File: config.mk
export PLATFORM = sky130hd
export DESIGN_NAME = cwi_front
export DESIGN_NICKNAME = d
export VERILOG_FILES = /design/src/rtl/cwi_pkg.sv /design/src/rtl/cwi_front.sv
export SDC_FILE = /design/constraint.sdc
export NUM_CORES = 1
export LEC_CHECK = 0
export ABC_AREA = 1
export BUFFER_PORTS_ARGS = -buffer_cell sky130_fd_sc_hd__buf_4
export CORE_MARGIN = 8
export CORE_UTILIZATION = 56
export CTS_CLUSTER_SIZE = 16
export DETAILED_ROUTE_END_ITERATION = 6
export HOLD_SLACK_MARGIN = 0.06
export PLACE_DENSITY = 0.83
export SLEW_MARGIN = 20
export SYNTH_ARGS = -nofsm -noshare
export SYNTH_HDL_FRONTEND = slang
export SYNTH_SLANG_ARGS = --single-unit
File: constraint.sdc
create_clock -name clk -period 5.6 [get_ports clk]
set_input_delay 0.56 -clock clk [delete_from_list [all_inputs] [get_ports clk]]
set_output_delay 0.56 -clock clk [all_outputs]
set_load 0.01 [all_outputs]
File: src/rtl/cwi_pkg.sv
// ----------------------------------------------------------------------------
// cwi_pkg: shared types and constants of the current window integrator
// Holds the command codes, the front-to-back request record and limits.
// ----------------------------------------------------------------------------
package cwi_pkg;

	localparam int unsigned GapW = 16;
	localparam int unsigned CurW = 22;
	localparam int signed CurLimit = 1500000;
	localparam logic [15:0] GapReset = 16'd100;
	localparam logic [15:0] AgeReset = 16'd200;
	localparam int unsigned InW = 64;
	localparam int unsigned OutW = 360;

	typedef enum logic {
		CMD_SAMPLE = 1'b0,
		CMD_BOUNDARY = 1'b1
	} cmd_t;

	typedef enum logic {
		REG_MAX_GAP = 1'b0,
		REG_MAX_AGE = 1'b1
	} reg_idx_t;

	// request from front to back: one classified event
	typedef struct packed {
		logic boundary;
		logic good;
		logic [31:0] tick;
		logic signed [CurW-1:0] cur;
	} req_t;

	// result record, packed fields from lowest bit up are reversed here
	typedef struct packed {
		logic valid;
		logic signed [21:0] max_ma;
		logic signed [21:0] min_ma;
		logic [20:0] rms_ma;
		logic signed [21:0] average_ma;
		logic [52:0] abs_charge;
		logic signed [53:0] charge;
		logic [31:0] invalid_count;
		logic [31:0] accepted_n;
		logic [31:0] stop_ms;
		logic [31:0] start_ms;
		logic [31:0] seq;
	} res_t;

endpackage

File: src/rtl/cwi_front.sv
// ----------------------------------------------------------------------------
// cwi_front: input stage and request queue
// Classifies each input item and holds it in a two-entry queue for the back.
// ----------------------------------------------------------------------------
module cwi_front (
	input  logic clk,
	input  logic arst_n,
	input  logic in_valid,
	output logic in_ready,
	input  logic [cwi_pkg::InW-1:0] in_data,
	output logic req_valid,
	input  logic req_ready,
	output cwi_pkg::req_t req
);

	cwi_pkg::req_t q_q [2];
	logic rd_q, wr_q;
	logic [1:0] cnt_q;
	cwi_pkg::req_t enq;
	logic signed [23:0] cur24;
	logic push, pop;

	always_comb begin
		cur24 = in_data[56:33];
		enq.boundary = in_data[0];
		enq.tick = in_data[32:1];
		enq.good = in_data[57] && (cur24 <= 24'sd1500000) && (cur24 >= -24'sd1500000);
		enq.cur = cur24[cwi_pkg::CurW-1:0];
	end

	assign in_ready = (cnt_q != 2'd2);
	assign push = in_valid && in_ready;
	assign req_valid = (cnt_q != 2'd0);
	assign pop = req_valid && req_ready;
	assign req = q_q[rd_q];

	always_ff @(posedge clk) begin
		if (push) q_q[wr_q] <= enq;
	end

	always_ff @(posedge clk or negedge arst_n) begin
		if (!arst_n) begin
			rd_q <= 1'b0;
			wr_q <= 1'b0;
			cnt_q <= 2'd0;
		end else begin
			if (push) wr_q <= ~wr_q;
			if (pop) rd_q <= ~rd_q;
			cnt_q <= cnt_q + {1'b0, push} - {1'b0, pop};
		end
	end

	assert property (@(posedge clk) disable iff (!arst_n) cnt_q <= 2'd2)
		else $error("queue overfill");
	assert property (@(posedge clk) disable iff (!arst_n)
		(cnt_q == 2'd0) |-> !pop) else $error("pop from empty queue");
	assert property (@(posedge clk) disable iff (!arst_n)
		(push && !pop) |=> (cnt_q == $past(cnt_q) + 2'd1)) else $error("count slip");

endmodule

==> results.json <==
{
  "status": "completed",
  "route.met3.wl_um": 738,
  "hp-class": "input port to register",
  "start_util_pct": 56.67,
  "final-max-slew-violation-count": 0,
  "drive_above_1_share_pct": 31.13,
  "placementRows": 33,
  "finalWorstPathRequiredPeriod_ns": 2.648,
  "crit_type": "register to output pin",
  "met2_length_mm": 5.027,
  "antenna_found_initial": 0,
  "core_area_mm2": 0.008051,
  "synth_area_mm2": 0.004563,
  "crit_family": "buffers and inverters",
  "cts.sinks": 116,
  "cpMaxStageDelayCell": "inv_2",
  "post-route-drc-count": 0,
  "cpMostUsedCell": "nand2_1",
  "slowest_delay_ns": 0.72,
  "cts_max_path_buffers": 2,
  "die-area_mm2": 0.01129,
  "max_freq_mhz": 377.6,
  "h-tree-depth": 4,
  "crit_arrival_ns": 2.09,
  "worst_skew_pair.late_latency_ns": 0.49,
  "netlist_instances": 388,
  "setup_viol": 0,
  "post_cts_buffers": 0,
  "cts_resized": 0,
  "die_h_um": 106.3,
  "whs_path_depth": 1,
  "yosysWarnings": 0,
  "yosysUniqueCellTypes": 19,
  "cts-root-buf": "clkbuf_8",
  "io_pins": 126,
  "synth_seq_cells": 116,
  "detail_route.wl_per_cell_um": 15.60,
  "ant_nets": 0,
  "drtPass1Iterations": 6,
  "grt_pass1_wl_mm": 15.50,
  "io_buffers": 119,
  "cp_num_cells": 4,
  "cp_data_required_time_ns": 5.04,
  "period_share_pct": 47.29,
  "grt.total_usage_pct": 17.81,
  "finalSetupTns_ns": 0,
  "crit_chain": "inv_2, nand2_1, nand2_1, buf_4",
  "wirelength_mm": 9.908,
  "grt_pass1_vias": 3340,
  "ys_seq_area_share_pct": 75.90,
  "finalHoldViolCount": 0,
  "place.gp.congestion": 0.8016,
  "syn-mean-instance-area_um2": 11.76,
  "viasPerCell": 4.972,
  "antenna_cells": 0,
  "setup_slack_ns": 2.952,
  "critPathCaptureType": "output pin",
  "syn2layout_area_growth_pct": 35.48,
  "hpwl_mm": 6.380,
  "tightestPinTransition_ns": 1.007,
  "cts_made_buffers": 17,
  "rr_worst_depth": 4,
  "layout.nets": 588,
  "crit_buf_inv": 2,
  "max-cap-violations": 0,
  "cp_max_fo": 57,
  "die_w_um": 106.3,
  "cts.reportedPaths.clkPinSlew_ns": 0.05,
  "critPathLaunchType": "register",
  "rsz0062_at_grt": "no",
  "skew_ns": 0.004863,
  "overflow": 0,
  "cts_tree": "done",
  "pre_cts_ws_ns": 3.224,
  "cellLeakagePower_uw": 0.002680,
  "drt_iter0_drc": 201,
  "grt_max_degree": 58,
  "p_per_area_mw_per_mm2": 547.5,
  "slew_headroom_pct": 32.75,
  "postCtsHoldBufs": 1,
  "vias": 3157,
  "synth_nets": 458,
  "wl_met1_mm": 4.026,
  "peakVddDrop_mv": 0.3212,
  "top_layer": "met4"
}
[placed cells by master, fill, tap and decap left out]
master,instances
a21oi_1,1
buf_4,122
bufinv_16,4
clkbuf_16,16
clkbuf_8,1
clkinv_1,2
clkinv_2,1
clkinv_4,2
clkinvlp_4,5
dfrtp_1,3
dfrtp_2,1
dlygate4sd3_1,1
edfxtp_1,112
ha_1,2
inv_1,11
inv_2,6
nand2_1,194
nand2_2,2
nand3_1,6
nand4_1,3
nor2_1,23
nor2_2,3
nor2_4,2
nor3_1,2
o21ai_0,1
or2_1,1
xnor2_1,2
xor2_1,1
[routing by layer]
| metal | vias to the layer above | GRT usage [%] |
|---|---|---|
| met3 | 14 | 5.626 |
| met5 | - | 0 |
| met4 | 0 | 8.241 |
| met1 | 1468 | 20.34 |
| li1 | 1545 | - |
| met2 | 130 | 29.98 |
[cells in the mapped netlist, drive strengths merged]
cell,number,area (um2)
a21oi,1,5.000
buf,9,45.04
clkbuf,3,11.26
dfrtp,4,100.1
edfxtp,112,3363
ha,2,25.02
inv,17,63.81
nand2,196,740.7
nand3,6,30.03
nand4,3,18.77
nor2,28,112.6
nor3,2,10.01
o21ai,1,5.000
or2,1,6.260
xnor2,2,17.52
xor2,1,8.760
[worst paths after layout]
kind                                    to  startpoint  slack [ns]
worst max-delay path                req[4]        rd_q        2.95
worst min-delay path            q_q[0][25]  in_data[4]        0.25
worst max register to register  q_q[1][19]    cnt_q[1]        3.41
worst min register to register    cnt_q[0]    cnt_q[0]        0.55
max in group asynchronous             rd_q      arst_n        5.07
min in group asynchronous             rd_q      arst_n        0.42
[sequential cells by signal, summed over array words and instances (netlist names)]
name   count
q_q      112
cnt_q      2
rd_q       1
wr_q       1
[kinds of logic (layout without fill, tap and decap cells)]
kind of cell | Yosys count | in the layout | share of synthesized area, %
compound gates | 2 | 2 | 0.2191
xor+xnor | 3 | 3 | 0.5759
fa+ha+maj | 2 | 2 | 0.5483
buf+inv | 29 | 171 | 2.632
flops | 116 | 116 | 75.90
simple gates | 236 | 236 | 20.13
[final cells by class]
class	instances	area, um2
sequential	116	3465
fill	491	1869
multi-input combinational	243	994.7
timing repair buffer	123	925.9
clock buffer	17	414.1
clock inverter	14	187.7
tap	105	131.4
inverter	17	63.81
[report_power, final]
part	leakage (uW)	switching [uW]	internal [uW]
Combinational	0.00132	640	425
Clock	0.000277	362	716
Sequential	0.00109	52.7	1190
Total	0.00268	1050	2330
[per-stage QoR]
| step | power (uW) | hold slack [ns] | cells | util (%) | area (um2) |
|---|---|---|---|---|---|
| floorplan | 1807 | 0.2644 | 388 | - | 4563 |
| global placement | 2302 | 0.3584 | 603 | 69.18 | 5570 |
| detailed placement | 2333 | 0.3586 | 603 | 69.18 | 5570 |
| CTS | 3423 | 0.2245 | 635 | 76.78 | 6182 |
| global route | 3555 | 0.2242 | 635 | 76.78 | 6182 |
| finish | 3385 | 0.2519 | 635 | 76.78 | 6182 |
[worst register-to-register path, cell delays in order, from the launching register on]
cell and delay, ns:
dfrtp_1 0.39, nand2_1 0.11, nand2_1 0.16, nor2_4 0.68, buf_4 0.50
Power figures use the tool's default switching activity.
